===== config.mk =====
export PLATFORM = sky130hd
export DESIGN_NAME = tga_rle_packet_decoder_flat
export DESIGN_NICKNAME = d
export VERILOG_FILES = /design/src/sv/tga_rle_pkg.sv /design/src/sv/tga_rle_if.sv /design/src/sv/tga_rle_packet_decoder.sv /design/src/sv/tga_rle_front.sv /design/src/sv/tga_rle_queue.sv /design/src/sv/tga_rle_back.sv /design/src/flat_wrapper.sv
export SDC_FILE = /design/constraint.sdc
export NUM_CORES = 1
export LEC_CHECK = 0
export BUFFER_PORTS_ARGS = -buffer_cell sky130_fd_sc_hd__buf_2
export CORE_UTILIZATION = 50
export DETAILED_ROUTE_END_ITERATION = 12
export PLACE_DENSITY = 0.8
export SYNTH_ARGS = -nofsm -noshare
export SYNTH_HDL_FRONTEND = slang
export SYNTH_SLANG_ARGS = --single-unit

===== constraint.sdc =====
create_clock -name clk -period 11.7 [get_ports clk]
set_input_delay 2.34 -clock clk [delete_from_list [all_inputs] [get_ports clk]]
set_output_delay 2.34 -clock clk [all_outputs]
set_load 0.1 [all_outputs]

===== src/sv/tga_rle_pkg.sv =====
// tga_rle_pkg: shared types and constants of the tga rle packet decoder
// no dependencies; used by the result interface and every module of the block
`default_nettype none

package tga_rle_pkg;

  // header bytes below this open a raw packet, the rest a run packet
  localparam int unsigned RawLimit = 128;
  localparam int unsigned RunBias = 127;

  // configuration port
  localparam int unsigned AddrW = 3;
  localparam int unsigned DataW = 32;

  typedef logic [AddrW-1:0] addr_t;
  typedef logic [DataW-1:0] data_t;

  // register index, taken from paddr[2]
  typedef enum logic [0:0] {
    REG_BYTES_PER_PIXEL = 1'b0,
    REG_PIXEL_COUNT     = 1'b1
  } reg_idx_t;

  typedef logic [31:0] pixel_t;
  typedef logic [7:0]  count8_t;

  // queue entry between front and back
  typedef struct packed {
    logic    clear;     // start of image: clear back counters, no result
    pixel_t  pixel;
    count8_t rpt;       // repeat before clipping
  } item_t;

  localparam int unsigned QueueDepth = 2;

endpackage

`default_nettype wire


===== src/sv/tga_rle_if.sv =====
// byte stream and result channel interfaces of the tga rle packet decoder
// depends on tga_rle_pkg
`default_nettype none

interface tga_rle_in_if;
  logic       valid;
  logic       ready;
  logic [7:0] data_byte;
  logic       start_of_image;

  modport source (output valid, output data_byte, output start_of_image, input ready);
  modport sink (input valid, input data_byte, input start_of_image, output ready);
endinterface

interface tga_rle_out_if;
  logic                      valid;
  logic                      ready;
  tga_rle_pkg::pixel_t       pixel_value;
  tga_rle_pkg::count8_t      repeat_count;
  logic                      image_done;
  logic                      status;

  modport source (output valid, output pixel_value, output repeat_count,
                  output image_done, output status, input ready);
  modport sink (input valid, input pixel_value, input repeat_count,
                input image_done, input status, output ready);
endinterface

`default_nettype wire


===== src/sv/tga_rle_packet_decoder.sv =====
// Decodes a TGA run-length byte stream at one byte per clock, sustained: the
// header/byte parser, a two-entry queue and the pixel counter with its result
// register form a pipeline, so a byte is taken every cycle while the result side
// keeps up, and a result is held in a queue entry and then in the result register.
// Each finished pixel gives one result carrying the pixel and its repeat count
// (the consumer expands runs). If a packet runs past pixel_count the count is
// clipped, status is set, and later pixels give no result until the next start_of_image.
// Registers at 0x0 (bytes_per_pixel) and 0x4 (pixel_count); write them only
// while the stream is idle and all results are taken.
// depends on tga_rle_pkg, tga_rle_if and the front, queue and back modules
`default_nettype none

module tga_rle_packet_decoder #(
  parameter int unsigned MAX_BYTES_PER_PIXEL = 4,
  parameter int unsigned PIXEL_COUNT_BITS    = 32
) (
  input  wire logic                clk,
  input  wire logic                rst,
  tga_rle_in_if.sink               in_ch,
  tga_rle_out_if.source            out_ch,
  input  wire logic                psel,
  input  wire logic                penable,
  input  wire logic                pwrite,
  input  wire tga_rle_pkg::addr_t  paddr,
  input  wire tga_rle_pkg::data_t  pwdata,
  output      tga_rle_pkg::data_t  prdata,
  output      logic                pready
);

  logic [2:0]                  bytes_per_pixel;
  logic [PIXEL_COUNT_BITS-1:0] pixel_count;
  tga_rle_pkg::reg_idx_t       reg_idx;
  logic                        cfg_write;

  logic               q_push, q_full, q_pop, q_not_empty;
  tga_rle_pkg::item_t q_item, q_head;

  assign pready    = 1'b1;
  assign reg_idx   = tga_rle_pkg::reg_idx_t'(paddr[2]);
  assign cfg_write = psel && penable && pwrite && pready;

  always_ff @(posedge clk) begin
    if (rst) begin
      bytes_per_pixel <= 3'd3;
      pixel_count     <= PIXEL_COUNT_BITS'(1);
    end else if (cfg_write) begin
      unique case (reg_idx)
        tga_rle_pkg::REG_BYTES_PER_PIXEL: bytes_per_pixel <= pwdata[2:0];
        tga_rle_pkg::REG_PIXEL_COUNT:     pixel_count <= pwdata[PIXEL_COUNT_BITS-1:0];
        default: ;
      endcase
    end
  end

  always_comb begin
    unique case (reg_idx)
      tga_rle_pkg::REG_BYTES_PER_PIXEL: prdata = tga_rle_pkg::data_t'(bytes_per_pixel);
      tga_rle_pkg::REG_PIXEL_COUNT:     prdata = tga_rle_pkg::data_t'(pixel_count);
      default:                          prdata = '0;
    endcase
  end

  tga_rle_front #(
    .MAX_BYTES_PER_PIXEL(MAX_BYTES_PER_PIXEL)
  ) u_front (
    .clk            (clk),
    .rst            (rst),
    .in_valid       (in_ch.valid),
    .in_ready       (in_ch.ready),
    .data_byte      (in_ch.data_byte),
    .start_of_image (in_ch.start_of_image),
    .bytes_per_pixel(bytes_per_pixel),
    .q_full         (q_full),
    .q_push         (q_push),
    .q_item         (q_item)
  );

  tga_rle_queue u_queue (
    .clk      (clk),
    .rst      (rst),
    .push     (q_push),
    .push_item(q_item),
    .full     (q_full),
    .pop      (q_pop),
    .not_empty(q_not_empty),
    .head     (q_head)
  );

  tga_rle_back #(
    .PIXEL_COUNT_BITS(PIXEL_COUNT_BITS)
  ) u_back (
    .clk         (clk),
    .rst         (rst),
    .pixel_count (pixel_count),
    .q_not_empty (q_not_empty),
    .q_head      (q_head),
    .q_pop       (q_pop),
    .out_valid   (out_ch.valid),
    .out_ready   (out_ch.ready),
    .pixel_value (out_ch.pixel_value),
    .repeat_count(out_ch.repeat_count),
    .image_done  (out_ch.image_done),
    .status      (out_ch.status)
  );

endmodule

`default_nettype wire


===== src/sv/tga_rle_front.sv =====
// tga_rle_front: parses headers and gathers pixel bytes, one byte per cycle while the queue is not full
// depends on tga_rle_pkg; pushes pixel and start-of-image entries to the queue
`default_nettype none

module tga_rle_front #(
  parameter int unsigned MAX_BYTES_PER_PIXEL = 4
) (
  input  wire logic                clk,
  input  wire logic                rst,
  input  wire logic                in_valid,
  output      logic                in_ready,
  input  wire logic [7:0]          data_byte,
  input  wire logic                start_of_image,
  input  wire logic [2:0]          bytes_per_pixel,
  input  wire logic                q_full,
  output      logic                q_push,
  output      tga_rle_pkg::item_t  q_item
);

  localparam int unsigned AsmW = 8 * MAX_BYTES_PER_PIXEL;

  logic            expect_header, expect_header_next;
  logic            packet_is_run, packet_is_run_next;
  logic [7:0]      packet_pixels_left, packet_pixels_left_next;
  logic [1:0]      byte_in_pixel, byte_in_pixel_next;
  logic [AsmW-1:0] pixel_assembly, pixel_assembly_next;

  logic            accept;
  logic [2:0]      bpp;
  logic [AsmW-1:0] asm_merged;
  logic            pixel_done;

  assign in_ready = !q_full;
  assign accept   = in_valid && in_ready;

  always_comb begin
    bpp = bytes_per_pixel;
    if (bpp == 3'd0) begin
      bpp = 3'd1;
    end
    if (bpp > 3'(MAX_BYTES_PER_PIXEL)) begin
      bpp = 3'(MAX_BYTES_PER_PIXEL);
    end
  end

  always_comb begin
    asm_merged = pixel_assembly;
    for (int i = 0; i < MAX_BYTES_PER_PIXEL; i++) begin
      if (byte_in_pixel == 2'(i)) begin
        asm_merged[8*i +: 8] = data_byte;
      end
    end
  end

  assign pixel_done = ({1'b0, byte_in_pixel} + 3'd1) >= bpp;

  always_comb begin
    expect_header_next      = expect_header;
    packet_is_run_next      = packet_is_run;
    packet_pixels_left_next = packet_pixels_left;
    byte_in_pixel_next      = byte_in_pixel;
    pixel_assembly_next     = pixel_assembly;
    q_push                  = 1'b0;
    q_item.clear            = start_of_image;
    q_item.pixel            = tga_rle_pkg::pixel_t'(asm_merged);
    q_item.rpt              = packet_is_run ? packet_pixels_left : 8'd1;
    if (accept) begin
      if (start_of_image || expect_header) begin
        // header byte; a start of image always lands here
        q_push              = start_of_image;
        expect_header_next  = 1'b0;
        byte_in_pixel_next  = '0;
        pixel_assembly_next = '0;
        if (data_byte < 8'(tga_rle_pkg::RawLimit)) begin
          packet_is_run_next      = 1'b0;
          packet_pixels_left_next = data_byte + 8'd1;
        end else begin
          packet_is_run_next      = 1'b1;
          packet_pixels_left_next = data_byte - 8'(tga_rle_pkg::RunBias);
        end
      end else if (!pixel_done) begin
        byte_in_pixel_next  = byte_in_pixel + 2'd1;
        pixel_assembly_next = asm_merged;
      end else begin
        q_push              = 1'b1;
        byte_in_pixel_next  = '0;
        pixel_assembly_next = '0;
        if (packet_is_run || packet_pixels_left <= 8'd1) begin
          packet_pixels_left_next = '0;
          expect_header_next      = 1'b1;
        end else begin
          packet_pixels_left_next = packet_pixels_left - 8'd1;
        end
      end
    end
  end

  always_ff @(posedge clk) begin
    if (rst) begin
      expect_header      <= 1'b1;
      packet_is_run      <= 1'b0;
      packet_pixels_left <= '0;
      byte_in_pixel      <= '0;
      pixel_assembly     <= '0;
    end else begin
      expect_header      <= expect_header_next;
      packet_is_run      <= packet_is_run_next;
      packet_pixels_left <= packet_pixels_left_next;
      byte_in_pixel      <= byte_in_pixel_next;
      pixel_assembly     <= pixel_assembly_next;
    end
  end

endmodule

`default_nettype wire


===== src/sv/tga_rle_queue.sv =====
// tga_rle_queue: two-entry queue between the front and the back
// depends on tga_rle_pkg for the entry type
`default_nettype none

module tga_rle_queue (
  input  wire logic                clk,
  input  wire logic                rst,
  input  wire logic                push,
  input  wire tga_rle_pkg::item_t  push_item,
  output      logic                full,
  input  wire logic                pop,
  output      logic                not_empty,
  output      tga_rle_pkg::item_t  head
);

  tga_rle_pkg::item_t entries [tga_rle_pkg::QueueDepth];
  logic       wr_ptr;
  logic       rd_ptr;
  logic [1:0] count;

  assign full      = count == 2'(tga_rle_pkg::QueueDepth);
  assign not_empty = count != 2'd0;
  assign head      = entries[rd_ptr];

  always_ff @(posedge clk) begin
    if (push) begin
      entries[wr_ptr] <= push_item;
    end
  end

  always_ff @(posedge clk) begin
    if (rst) begin
      wr_ptr <= 1'b0;
      rd_ptr <= 1'b0;
      count  <= '0;
    end else begin
      if (push) begin
        wr_ptr <= !wr_ptr;
      end
      if (pop) begin
        rd_ptr <= !rd_ptr;
      end
      count <= count + 2'(push) - 2'(pop);
    end
  end

  assert property (@(posedge clk) disable iff (rst) pop |-> not_empty)
    else $error("queue popped while empty");

  assert property (@(posedge clk) disable iff (rst) (full && !pop) |=> !$past(push))
    else $error("queue written while full");

endmodule

`default_nettype wire


===== src/sv/tga_rle_back.sv =====
// tga_rle_back: counts emitted pixels, clips on overflow, drives the result register
// depends on tga_rle_pkg; takes entries from tga_rle_queue
`default_nettype none

module tga_rle_back #(
  parameter int unsigned PIXEL_COUNT_BITS = 32
) (
  input  wire logic                        clk,
  input  wire logic                        rst,
  input  wire logic [PIXEL_COUNT_BITS-1:0] pixel_count,
  input  wire logic                        q_not_empty,
  input  wire tga_rle_pkg::item_t          q_head,
  output      logic                        q_pop,
  output      logic                        out_valid,
  input  wire logic                        out_ready,
  output      tga_rle_pkg::pixel_t         pixel_value,
  output      tga_rle_pkg::count8_t        repeat_count,
  output      logic                        image_done,
  output      logic                        status
);

  localparam int unsigned CntW = PIXEL_COUNT_BITS;

  logic [CntW-1:0] pixels_emitted;
  logic            halted;

  logic [CntW-1:0]      remaining;
  logic [CntW-1:0]      rpt_wide;
  logic                 over;
  tga_rle_pkg::count8_t rpt_clip;
  logic                 done;
  logic                 emit;

  assign q_pop = q_not_empty && (!out_valid || out_ready);
  assign emit  = q_pop && !q_head.clear && !halted;

  assign remaining = (pixel_count > pixels_emitted) ? pixel_count - pixels_emitted : '0;
  assign rpt_wide  = CntW'(q_head.rpt);
  assign over      = rpt_wide > remaining;
  // when clipped, remaining is below the run length and fits eight bits
  assign rpt_clip  = over ? remaining[7:0] : q_head.rpt;
  assign done      = (rpt_clip != 8'd0) && (CntW'(rpt_clip) == remaining);

  always_ff @(posedge clk) begin
    if (rst) begin
      pixels_emitted <= '0;
      halted         <= 1'b0;
    end else if (q_pop) begin
      if (q_head.clear) begin
        pixels_emitted <= '0;
        halted         <= 1'b0;
      end else if (!halted) begin
        pixels_emitted <= pixels_emitted + CntW'(rpt_clip);
        halted         <= over;
      end
    end
  end

  always_ff @(posedge clk) begin
    if (rst) begin
      out_valid <= 1'b0;
    end else if (q_pop) begin
      out_valid <= emit;
    end else if (out_ready) begin
      out_valid <= 1'b0;
    end
  end

  always_ff @(posedge clk) begin
    if (emit) begin
      pixel_value  <= q_head.pixel;
      repeat_count <= rpt_clip;
      image_done   <= done;
      status       <= over;
    end
  end

  assert property (@(posedge clk) disable iff (rst) out_valid && image_done |-> repeat_count != 8'd0)
    else $error("image done with zero repeat");

  assert property (@(posedge clk) disable iff (rst) emit && over |=> halted)
    else $error("overflow did not halt");

  assert property (@(posedge clk) disable iff (rst)
      out_valid && !out_ready |=> out_valid && $stable(pixel_value) && $stable(repeat_count))
    else $error("result changed while stalled");

endmodule

`default_nettype wire

===== src/flat_wrapper.sv =====
// flat-port wrapper written by rule: the top's interface ports become plain ports
module tga_rle_packet_decoder_flat 
#(
  parameter int unsigned MAX_BYTES_PER_PIXEL = 4,
  parameter int unsigned PIXEL_COUNT_BITS    = 32
)
  (clk, rst, psel, penable, pwrite, paddr, pwdata, prdata, pready, in_ch_valid, in_ch_data_byte, in_ch_start_of_image, in_ch_ready, out_ch_valid, out_ch_pixel_value, out_ch_repeat_count, out_ch_image_done, out_ch_status, out_ch_ready);
  tga_rle_in_if in_ch_i ();
  tga_rle_out_if out_ch_i ();
  input  wire logic clk;
  input  wire logic rst;
  input  wire logic psel;
  input  wire logic penable;
  input  wire logic pwrite;
  input  wire tga_rle_pkg::addr_t paddr;
  input  wire tga_rle_pkg::data_t pwdata;
  output      tga_rle_pkg::data_t prdata;
  output      logic pready;
  input wire logic [$bits(in_ch_i.valid)-1:0] in_ch_valid;
  input wire logic [$bits(in_ch_i.data_byte)-1:0] in_ch_data_byte;
  input wire logic [$bits(in_ch_i.start_of_image)-1:0] in_ch_start_of_image;
  output wire logic [$bits(in_ch_i.ready)-1:0] in_ch_ready;
  output wire logic [$bits(out_ch_i.valid)-1:0] out_ch_valid;
  output wire logic [$bits(out_ch_i.pixel_value)-1:0] out_ch_pixel_value;
  output wire logic [$bits(out_ch_i.repeat_count)-1:0] out_ch_repeat_count;
  output wire logic [$bits(out_ch_i.image_done)-1:0] out_ch_image_done;
  output wire logic [$bits(out_ch_i.status)-1:0] out_ch_status;
  input wire logic [$bits(out_ch_i.ready)-1:0] out_ch_ready;
  assign in_ch_i.valid = in_ch_valid;
  assign in_ch_i.data_byte = in_ch_data_byte;
  assign in_ch_i.start_of_image = in_ch_start_of_image;
  assign in_ch_ready = in_ch_i.ready;
  assign out_ch_valid = out_ch_i.valid;
  assign out_ch_pixel_value = out_ch_i.pixel_value;
  assign out_ch_repeat_count = out_ch_i.repeat_count;
  assign out_ch_image_done = out_ch_i.image_done;
  assign out_ch_status = out_ch_i.status;
  assign out_ch_i.ready = out_ch_ready;
  tga_rle_packet_decoder #(.MAX_BYTES_PER_PIXEL(MAX_BYTES_PER_PIXEL), .PIXEL_COUNT_BITS(PIXEL_COUNT_BITS)) u_core (.clk(clk), .rst(rst), .in_ch(in_ch_i), .out_ch(out_ch_i), .psel(psel), .penable(penable), .pwrite(pwrite), .paddr(paddr), .pwdata(pwdata), .prdata(prdata), .pready(pready));
endmodule

==> results by group, run 1 <==
Routing
  • Vias per cell: 5.83
  • DRC errors left: 0
  • Post-DR wirelength/cell: 18.3 µm
  • Routed WL: 32.0 mm
  • DRT iter0 DRCs: 772
  • Drt pass-1 iters: 5
  • Post-route ant nets: 0
  • Routed vias: 10185

STA
  • Crit share post-route: 62.0%
  • Max Slew Vio Count: 0
  • Tmin final: 7.26 ns
  • Slew HR: 18.2%
  • RSZ-0062 raised after global routing: no
  • Clk_skew: 0.00749 ns
  • Final Hold Viols: 0
  • Final setup margin: 4.44 ns
  • Setup TNS: 0 ns
  • Slew @ Worst Pin: approximately 1.2 ns
  • Max Fclk: 138 MHz
  • Final setup fails: 0

Synthesis
  • Asr flop ratio synth: 0%
  • Yosys top cell area share: 28.8%
  • Ranking of synthesized cells by area: edfxtp_1, dfxtp_1, ha_1
  • Post-synth top area cell: edfxtp_1
  • Synth top cells by count: nand2_1, edfxtp_1, dfxtp_1
  • Avg Inst Size Synth: 9.88 µm²
  • Post-synthesis sequential area ratio: 47.0%
  • Number of enable flip-flop cells after synthesis: approximately 120
  • Syn Std Cell Area: about 13000 µm²
  • Top_reg_cell synth: edfxtp_1
  • Count leader, synth: nand2_1
  • Ys Warns: 0
  • Synth unique cells: 75
  • Mapped Nets: 1424
  • FF+latch count, synth: 242
  • Syn Inst Count: 1309

CTS
  • Post-CTS setup buffer count: 0
  • Clock Latency Late Sink: between 0.5 and 0.6 ns
  • # H-tree levels: 1
  • Hold_buf cts: 0
  • CTS-repair resized insts: 0
  • Clock Sink Count: 242
  • CTS tree: yes
  • Clock transition at path regs: about 0.06 ns
  • Root buffer cell: clkbuf_16
  • Inserted Clock Buffers: 26
  • Clock tree buffer depth: 3

Floorplan
  • Core Area: ~25000 µm²
  • Die area: about 27000 µm²
  • Initial core utilization: 51.2%
  • IO Pins: 128
  • Die W: 163 µm
  • Die height: ~160 µm
  • Cell Rows: 58

Finish
  • # diodes: 0
  • Finished Core Util: a little under 60%
  • # nets final: 1513
  • Layout cells sized above 1: a little under a fifth
  • P&R area growth vs syn: 12.8%

Setup path
  • Worst r2r path cells: 35
  • Crit-path slowest cell: or4_1
  • Crit path capture: u_core.u_back.pixels_emitted[28]
  • Delay of the slowest cell on the worst path: roughly 0.50 ns
  • Max Fanout on Critical Path: 17
  • Worst EP required: roughly 12 ns
  • R2r setup slk: 4.44 ns
  • Critical Path Source Type: register
  • RR Endpoint: u_core.u_back.pixels_emitted[28]
  • Crit path arrival time: 7.72 ns
  • Critical Path Source: u_core.u_back.pixels_emitted[9]
  • CP Capture Type: register
  • Crit path kind: reg -> reg
  • RR Startpoint: u_core.u_back.pixels_emitted[9]
  • Top cell by count, worst path: a21oi_1

Power
  • Max VDD drop: ~0.25 mV
  • Total power: around 3700 µW
  • Leakage: 0.00593 µW
  • Pwr dens: 251 nW/µm²

Global routing
  • GRT Total Usage: 24.2%
  • First-pass GRT wire length: about 50 mm
  • Vias in the first global route: roughly 9700
  • Initial antenna violation count: 1
  • Grt ovf: 0
  • Largest net degree at the start of global routing: 87

Status
  • Status: finished, final reports clean

Placed design
  • DP Wirelength: 22.2 mm
  • Placer Congestion: 0.931
  • PortBufs: 124
  • Worst slack, placed: between 4 and 5 ns

Hold path
  • Worst min path class: reg -> reg

Flow run
  • Max-cap violations: 0
cell type report:
cell class,count,area (µm²)
Sequential cell,242,6090
Fill cell,2148,10700
Clock inverter,10,120
Timing Repair Buffer,133,688
Multi-Input combinational cell,935,6340
Clock buffer,37,712
Inverter,60,225
Tap cell,330,413
critical path, delay by kind of cell, from the launching register on:
family	cells	cell delay (ns)
simple gates	12	2.16
flops	1	0.45
fa+ha+maj	4	1.18
buf+inv	3	0.47
compound gates	16	2.91
registers in the layout, indices dropped and copies added (netlist names), named ones only:
name and cells:
u_core.u_front.pixel_assembly 32, u_core.u_queue.rd_ptr 1, u_core.u_front.expect_header 1, u_core.u_back.repeat_count 8, u_core.u_front.packet_is_run 1, u_core.u_front.byte_in_pixel 2
u_core.u_queue.entries 82, u_core.pixel_count 32, u_core.u_back.image_done 1, u_core.u_queue.wr_ptr 1, u_core.u_back.out_valid 1, u_core.u_back.pixels_emitted 32
u_core.bytes_per_pixel 3, u_core.u_back.pixel_value 32, u_core.u_back.status 1, u_core.u_queue.count 2, u_core.u_back.halted 1, u_core.u_front.packet_pixels_left 8
stage by stage:
step | cell area (µm²) | hold WS, ns | cells
after floorplan | 12900 | 0.435 | 1309
after global placement | 13800 | 0.444 | 1700
after detailed placement | 13800 | 0.465 | 1700
after CTS | 14600 | 0.474 | 1747
after global routing | 14600 | 0.494 | 1747
final | 14600 | 0.470 | 1747
power breakdown:
| group | internal (µW) | switching (µW) | total (µW) |
|---|---|---|---|
| Sequential | 1050 | 47.8 | 1090 |
| Clock | 469 | 329 | 798 |
| Combinational | 567 | 1200 | 1770 |
| Total | 2080 | 1570 | 3660 |
layout by cell type, fill, tap and decap left out, types with 43 or more instances in the layout:
| cell | count |
|---|---|
| nand2_1 | 139 |
| edfxtp_1 | 124 |
| mux2_2 | 68 |
| a21oi_1 | 96 |
| mux2i_1 | 46 |
| inv_1 | 59 |
| dfxtp_1 | 117 |
| and2_1 | 43 |
| nor2_1 | 110 |
| ha_1 | 62 |
| buf_2 | 124 |
metal layers:
metal	track usage (%)	wire length (µm)	up-vias
li1	-	-	4924
met1	33.4	14600	4860
met2	38.2	14500	340
met3	4.99	2180	59
met4	7.05	740	2
met5	0	13	-
cell families (layout without fill, tap and decap cells):
| kind of cell | count (synthesis) | count (layout) | share of synthesized area (%) |
|---|---|---|---|
| AOI/OAI and AO/OA | 285 | 285 | 14.5 |
| xor gates and xnor gates | 33 | 33 | 2.23 |
| adders and majority gates | 64 | 64 | 6.31 |
| buffers and inverters | 132 | 240 | 4.06 |
| DFF | 242 | 242 | 47.0 |
| muxes | 114 | 114 | 9.48 |
| other | 1 | 1 | 0.0290 |
| and+or+nand+nor | 438 | 438 | 16.4 |
how the worst min path moves through the flow:
| stage | cells past startpoint | to | start | slack (ns) |
|---|---|---|---|---|
| after global routing | 2 | u_core.pixel_count[22] | u_core.pixel_count[22] | 0.49 |
| after floorplan | 1 | u_core.bytes_per_pixel[0] | u_core.bytes_per_pixel[0] | 0.44 |
| after global placement | 1 | u_core.bytes_per_pixel[0] | u_core.bytes_per_pixel[0] | 0.44 |
| after CTS | 2 | u_core.pixel_count[25] | u_core.pixel_count[25] | 0.47 |
| after detailed placement | 2 | u_core.pixel_count[22] | u_core.pixel_count[22] | 0.46 |
| final | 2 | u_core.pixel_count[22] | u_core.pixel_count[22] | 0.47 |
(Power assumes the default switching activity.)
==> run 2, diff against run 1 <==
--- a/config.mk
+++ b/config.mk
@@ -5,10 +5,11 @@
 export SDC_FILE = /design/constraint.sdc
 export NUM_CORES = 1
 export LEC_CHECK = 0
+export ABC_AREA = 1
 export BUFFER_PORTS_ARGS = -buffer_cell sky130_fd_sc_hd__buf_2
 export CORE_UTILIZATION = 50
 export DETAILED_ROUTE_END_ITERATION = 12
-export PLACE_DENSITY = 0.8
+export PLACE_DENSITY = 0.83
 export SYNTH_ARGS = -nofsm -noshare
 export SYNTH_HDL_FRONTEND = slang
 export SYNTH_SLANG_ARGS = --single-unit
==> constraint.sdc (replaced) <==
create_clock -name clk -period 5.9 [get_ports clk]
set_input_delay 1.18 -clock clk [delete_from_list [all_inputs] [get_ports clk]]
set_output_delay 1.18 -clock clk [all_outputs]
set_load 0.1 [all_outputs]
==> results by group, run 2 <==
Power
  • Reg power frac: between 20% and 30%
  • Part of the power in the clock network: about a fifth
  • Net Sw Power: 3750 µW
  • Sw Share: a little under half
  • Max VDD drop: roughly 0.41 mV
  • Leakage: approximately 0.0083 µW
  • Pwr dens: 480 nW/µm²
  • P_int: between 4000 and 5000 µW
  • Comb power frac: 51.5%

Synthesis
  • Yosys top cell area share: 26.8%
  • Syn Std Cell Area: approximately 14000 µm²
  • Top_reg_cell synth: edfxtp_1
  • Asr flop ratio synth: 0%
  • Avg Inst Size Synth: 7.25 µm²
  • Synth top cells by count: nand2_1, inv_1, nor2_1
  • Ys Warns: 0
  • Post-synthesis sequential area ratio: 43.8%
  • Number of enable flip-flop cells after synthesis: ~120
  • Synth unique cells: 46
  • Ranking of synthesized cells by area: edfxtp_1, dfxtp_1, nand2_1
  • Syn Inst Count: 1917
  • Count leader, synth: nand2_1
  • Mapped Nets: just over 2000
  • Post-synth top area cell: edfxtp_1
  • FF+latch count, synth: 242

Placed design
  • DP Wirelength: between 20 and 30 mm
  • Worst slack, placed: 0.0277 ns
  • PortBufs: between 100 and 150
  • Cell Count Post-Placement: 2450
  • Area after DPL: around 15000 µm²
  • Placer Congestion: around 1.0

CTS
  • Clock transition at path regs: 0.07 ns
  • Clock Latency Late Sink: 0.57 ns
  • Clock Sink Count: between 200 and 250
  • Clock tree buffer depth: 3
  • Root buffer cell: clkbuf_16
  • CTS tree: yes
  • Inserted Clock Buffers: 26
  • # H-tree levels: 1

Floorplan
  • IO Pins: 128
  • Cell Rows: 60
  • Die height: between 150 and 200 µm
  • Die area: around 28000 µm²
  • Core Area: approximately 27000 µm²
  • Initial core utilization: roughly 50%
  • Die W: 169 µm

Setup path
  • Delay of the slowest cell on the worst path: 0.33 ns
  • Critical Path Source Type: register
  • Worst EP required: between 6 and 7 ns
  • CP Capture Type: register
  • Max Fanout on Critical Path: 7
  • Crit path kind: reg -> reg
  • Buffers and inverters on the worst path: 9
  • Critical path's top delay family: simple AND/OR/NAND/NOR gates
  • Crit path arrival time: 6.10 ns
  • Crit-path slowest cell: dfxtp_2
  • Top cell by count, worst path: nand2_2

STA
  • Max Slew Vio Count: 0
  • Final Hold Viols: 0
  • Slew @ Worst Pin: 1.25 ns
  • Final setup fails: 0
  • Final setup margin: 0.285 ns
  • Tmin final: 5.61 ns
  • Crit share post-route: a little over nine tenths
  • Max Fclk: 178 MHz
  • Slew HR: roughly 16%
  • Clk_skew: 0.0235 ns
  • Min Hold Slack: 0.460 ns
  • Setup TNS: 0 ns

Global routing
  • Grt ovf: 0
  • Vias in the first global route: 12004
  • Initial antenna violation count: 6
  • GRT Total Usage: 26.5%
  • Largest net degree at the start of global routing: 66
  • First-pass GRT wire length: between 50 and 60 mm

Routing
  • Post-DR wirelength/cell: 15.6 µm
  • DRC errors left: 0
  • Vias per cell: 5.28
  • Routed vias: around 13000
  • DRT iter0 DRCs: 1145
  • Post-route ant nets: 0
  • Routed WL: 39.1 mm
  • Drt pass-1 iters: 6

Finish
  • Non-Filler Instances: 2513
  • Layout cells sized above 1: 18.7%
  • Post-route cell area: 16900 µm²
  • Commonest non-fill, non-tap cell in the layout: nand2_1
  • Most frequent cells in the layout: nand2_1, inv_1, nor2_1, buf_2, edfxtp_1
  • Fill cells: 2285
  • P&R area growth vs syn: 21.5%
  • # nets final: 2231
  • Multi-input logic area: 6840 µm²
  • Max FFs per register: 82
  • Reg area: 6110 µm²
  • Most flop-heavy register: u_core.u_queue.entries

Hold path
  • Worst min path class: reg -> reg

Flow run
  • Max-cap violations: 0

Status
  • Status: finished, final reports clean
==> run 2: cell types whose count changed after synthesis, sizes merged, moves of 17 or more <==
cell and delta:
mux2i -45, nand2 +462, a21o -17, nand3 +56
and2 -40, a211oi +25, mux2 -68, o21ai +80
nor2 +98, inv +261
==> run 2: per-layer routing <==
metal / vias up / track usage [%] / share of wire (%)
met2: 565 / 42.3 / 45
met4: 2 / 7.51 / 2.5
met1: 6123 / 36.3 / 44
li1: 6498 / - / -
met3: 84 / 5.59 / 8.5
met5: - / 0 / 0.033
==> run 2: worst register-to-register path: cells and delay by family, from the launching register on <==
| family | cells | cell delay [ns] |
|---|---|---|
| AOI/OAI and AO/OA | 7 | 1.00 |
| adders and majority gates | 4 | 0.91 |
| buffers and inverters | 9 | 0.86 |
| DFF | 1 | 0.33 |
| and+or+nand+nor | 25 | 2.47 |
==> run 2: what timing repair did <==
action / CTS / global route
pin swaps: 0 / 26
setup endpoints to repair: 3 / 21
resized for setup: 1 / 106
endpoints found under the hold margin: 0 / 0
hold buffers: 0 / 0
buffers inserted: 0 / 10
==> run 2: worst paths after layout <==
path,from,end,slack (ns),depth (start not counted)
hold reg to reg,u_core.u_queue.rd_ptr,register,0.46,1
setup / recovery,u_core.pixel_count[0],u_core.u_back.pixels_emitted[31],0.29,45
hold / removal,u_core.u_queue.rd_ptr,register,0.46,1
setup reg to reg,u_core.pixel_count[0],u_core.u_back.pixels_emitted[31],0.29,45
==> run 2: cells by family (layout without fill, tap and decap cells) <==
| group | count (synthesis) | count (layout) | synth area share (%) |
|---|---|---|---|
| xor+xnor | 16 | 16 | 1.01 |
| fa+ha+maj | 64 | 64 | 5.87 |
| buf+inv | 374 | 593 | 10.4 |
| simple gates | 950 | 950 | 28.0 |
| flops | 242 | 242 | 43.8 |
| compound gates | 269 | 269 | 10.9 |
| other cells | 1 | 6 | 0.0270 |
| mux | 1 | 1 | 0.0720 |
==> run 2: power by group through the flow <==
stage / Clock [µW] / Sequential [µW] / Combinational (µW)
after floorplan: 0 / 3000 / 2120
after global placement: 0 / 2280 / 3730
after detailed placement: 0 / 2290 / 3830
after CTS: 1670 / 2260 / 3870
after global routing: 1730 / 2300 / 4550
final: 1650 / 2280 / 4170
==> run 2: area by class of cell <==
type	count	area share (%)
Antenna cell	5	0.0741
Clock buffer	30	4.12
Clock inverter	18	1.04
Inverter	321	7.15
Multi-Input combinational cell	1301	40.5
Sequential cell	242	36.1
Tap cell	372	2.75
Timing Repair Buffer	224	8.23
==> run 2: through the flow <==
stage          util [%]  total power (µW)
2_1_floorplan         -              5120
3_3_place_gp       57.1              6010
3_5_place_dp       57.1              6130
4_1_cts            60.3              7800
5_1_grt            62.3              8580
6_report           62.3              8100
==> run 3, diff against run 2 <==
--- a/config.mk
+++ b/config.mk
@@ -5,7 +5,6 @@
 export SDC_FILE = /design/constraint.sdc
 export NUM_CORES = 1
 export LEC_CHECK = 0
-export ABC_AREA = 1
 export BUFFER_PORTS_ARGS = -buffer_cell sky130_fd_sc_hd__buf_2
 export CORE_UTILIZATION = 50
 export DETAILED_ROUTE_END_ITERATION = 12
==> results by group, run 3 (synthesis results as in run 1) <==
Floorplan
  • IO Pins: 128
  • Die W: ~160 µm
  • Cell Rows: 58
  • Die area: around 27000 µm²
  • Initial core utilization: 51.2%
  • Die height: approximately 160 µm
  • Core Area: ~25000 µm²

Hold path
  • Worst min path class: reg -> reg
  • Hold_sp: u_core.bytes_per_pixel[0]
  • Hold EP: u_core.bytes_per_pixel[0]
  • Hold Path Cell Cnt: 1

Placed design
  • Worst slack, placed: -0.422 ns
  • DP Wirelength: 25.3 mm
  • Placer Congestion: a little over 0.9
  • Cell Count Post-Placement: 1894
  • PortBufs: 124

Global routing
  • Vias in the first global route: between 10000 and 15000
  • GRT Total Usage: 27.2%
  • Initial antenna violation count: 0
  • Largest net degree at the start of global routing: 45
  • Grt ovf: 0
  • First-pass GRT wire length: 57.1 mm

STA
  • Final Hold Viols: 0
  • Max Slew Vio Count: 0
  • Tmin final: slightly below 6 ns
  • Max Fclk: 172 MHz
  • Clk_skew: 0.0107 ns
  • Final setup margin: 0.0723 ns
  • Slew @ Worst Pin: 1.25 ns
  • Crit share post-route: between 90% and 100%
  • RSZ-0062 raised after global routing: yes
  • Final setup fails: 0
  • Slew HR: 16.8%

CTS
  • Clock transition at path regs: 0.07 ns
  • Inserted Clock Buffers: 26
  • Clock Latency Late Sink: 0.55 ns
  • CTS tree: yes
  • Clock tree buffer depth: 3
  • Clock Sink Count: 242
  • Root buffer cell: clkbuf_16
  • # H-tree levels: 1

Routing
  • Routed vias: 11380
  • Post-route ant nets: 0
  • DRT iter0 DRCs: 1003
  • Drt pass-1 iters: 8
  • Routed WL: between 30 and 40 mm
  • Post-DR wirelength/cell: 18.7 µm
  • Vias per cell: 5.78
  • DRC errors left: 0

Setup path
  • Delay of the slowest cell on the worst path: 0.41 ns
  • Critical Path Source Type: register
  • RR Startpoint: u_core.pixel_count[0]
  • Max Fanout on Critical Path: 4
  • Worst r2r path cells: 40
  • Worst EP required: 6.35 ns
  • Crit path kind: reg -> reg
  • CP Capture Type: register
  • Crit path arrival time: 6.28 ns
  • Crit-path slowest cell: fa_2
  • RR Endpoint: u_core.u_back.pixels_emitted[30]
  • R2r setup slk: 0.07 ns

Finish
  • Most frequent cells in the layout: buf_4, nand2_1, buf_2, edfxtp_1, dfxtp_1
  • P&R area growth vs syn: 29.7%
  • Non-Filler Instances: 1970
  • # nets final: 1734
  • Most flop-heavy register: u_core.u_queue.entries
  • Finished Core Util: 66.4%
  • Layout cells sized above 1: 34.5%
  • Fill cells: 1845
  • Max FFs per register: 82
  • Commonest non-fill, non-tap cell in the layout: buf_4

Power
  • Net Sw Power: 3620 µW
  • Total power: about 8600 µW
  • Comb power frac: 56.5%
  • Part of the power in the clock network: a little under a fifth
  • Reg power frac: 25.4%
  • Pwr dens: 512 nW/µm²
  • Leakage: 0.00707 µW
  • P_int: a little under 5000 µW
  • Max VDD drop: 0.419 mV
  • Sw Share: a little over two fifths

Status
  • Status: finished, final reports clean

Flow run
  • Max-cap violations: 0
run 3: changes by cell type in the layout (fill, tap and decap cells not counted), moves of 30 or more:
cell	before	now
a211oi_1	37	7
buf_4	97	226
nand3_1	77	23
o21ai_0	118	31
nand2_1	577	136
nor2_1	189	104
mux2i_1	1	46
and2_1	4	41
mux2_2	0	68
inv_1	303	52
run 3: timing repair:
item	CTS	global route
pin swaps	20	49
buffers inserted	22	8
hold buffers	0	0
gates cloned	0	0
gates resized for setup	26	60
setup endpoints to repair	24	26
run 3: final cells by class:
class	count	area, µm²	area share (%)
clock inverter	15	123	0.731
inverter	60	228	1.36
timing repair buffer	354	2360	14.1
multi-input combinational	935	6860	40.9
sequential	242	6090	36.3
antenna	1	2.50	0.0149
clock buffer	33	697	4.15
tap	330	413	2.46
run 3: worst max-delay path by stage:
stage,startpoint,to,cells past startpoint
after floorplan,u_core.u_back.pixels_emitted[23],u_core.u_back.pixels_emitted[28],36
after detailed placement,u_core.u_back.pixels_emitted[13],u_core.u_back.pixels_emitted[15],37
after global routing,u_core.pixel_count[0],u_core.u_back.pixels_emitted[28],37
after CTS,u_core.pixel_count[0],u_core.u_back.pixels_emitted[28],38
after global placement,u_core.pixel_count[0],u_core.u_back.pixels_emitted[15],37
final,u_core.pixel_count[0],u_core.u_back.pixels_emitted[30],40
run 3: power groups by stage:
stage / clock [µW] / sequential (µW) / combinational (µW)
after floorplan: 0 / 2840 / 2170
after global placement: 0 / 2190 / 4010
after detailed placement: 0 / 2200 / 4090
after CTS: 1580 / 2180 / 4500
after global routing: 1650 / 2200 / 5180
final: 1560 / 2180 / 4850
run 3: layer usage:
layer  share of wire [%]  track usage (%)  wire (µm)
met4                 2.8             8.58       1020
met5                   0                0          0
met1                  42             36.0      15500
met3                 7.2             5.07       2650
met2                  48             44.8      17700
run 3: worst max-delay path: cells and delay by family, from the launching register on:
kind	cells	cell delay, ns
flops	1	0.33
buf+inv	8	0.84
simple gates	13	1.06
fa+ha+maj	4	1.05
compound gates	15	2.43
run 3: stage by stage:
step                      setup TNS (ns)  hold WS (ns)  instance area [µm²]
after floorplan                        0         0.435                13100
after global placement             -4.32         0.445                15300
final                                  0         0.481                16800
after detailed placement           -6.10         0.467                15300
after CTS                              0         0.483                16400
after global routing               -1.68         0.499                16800
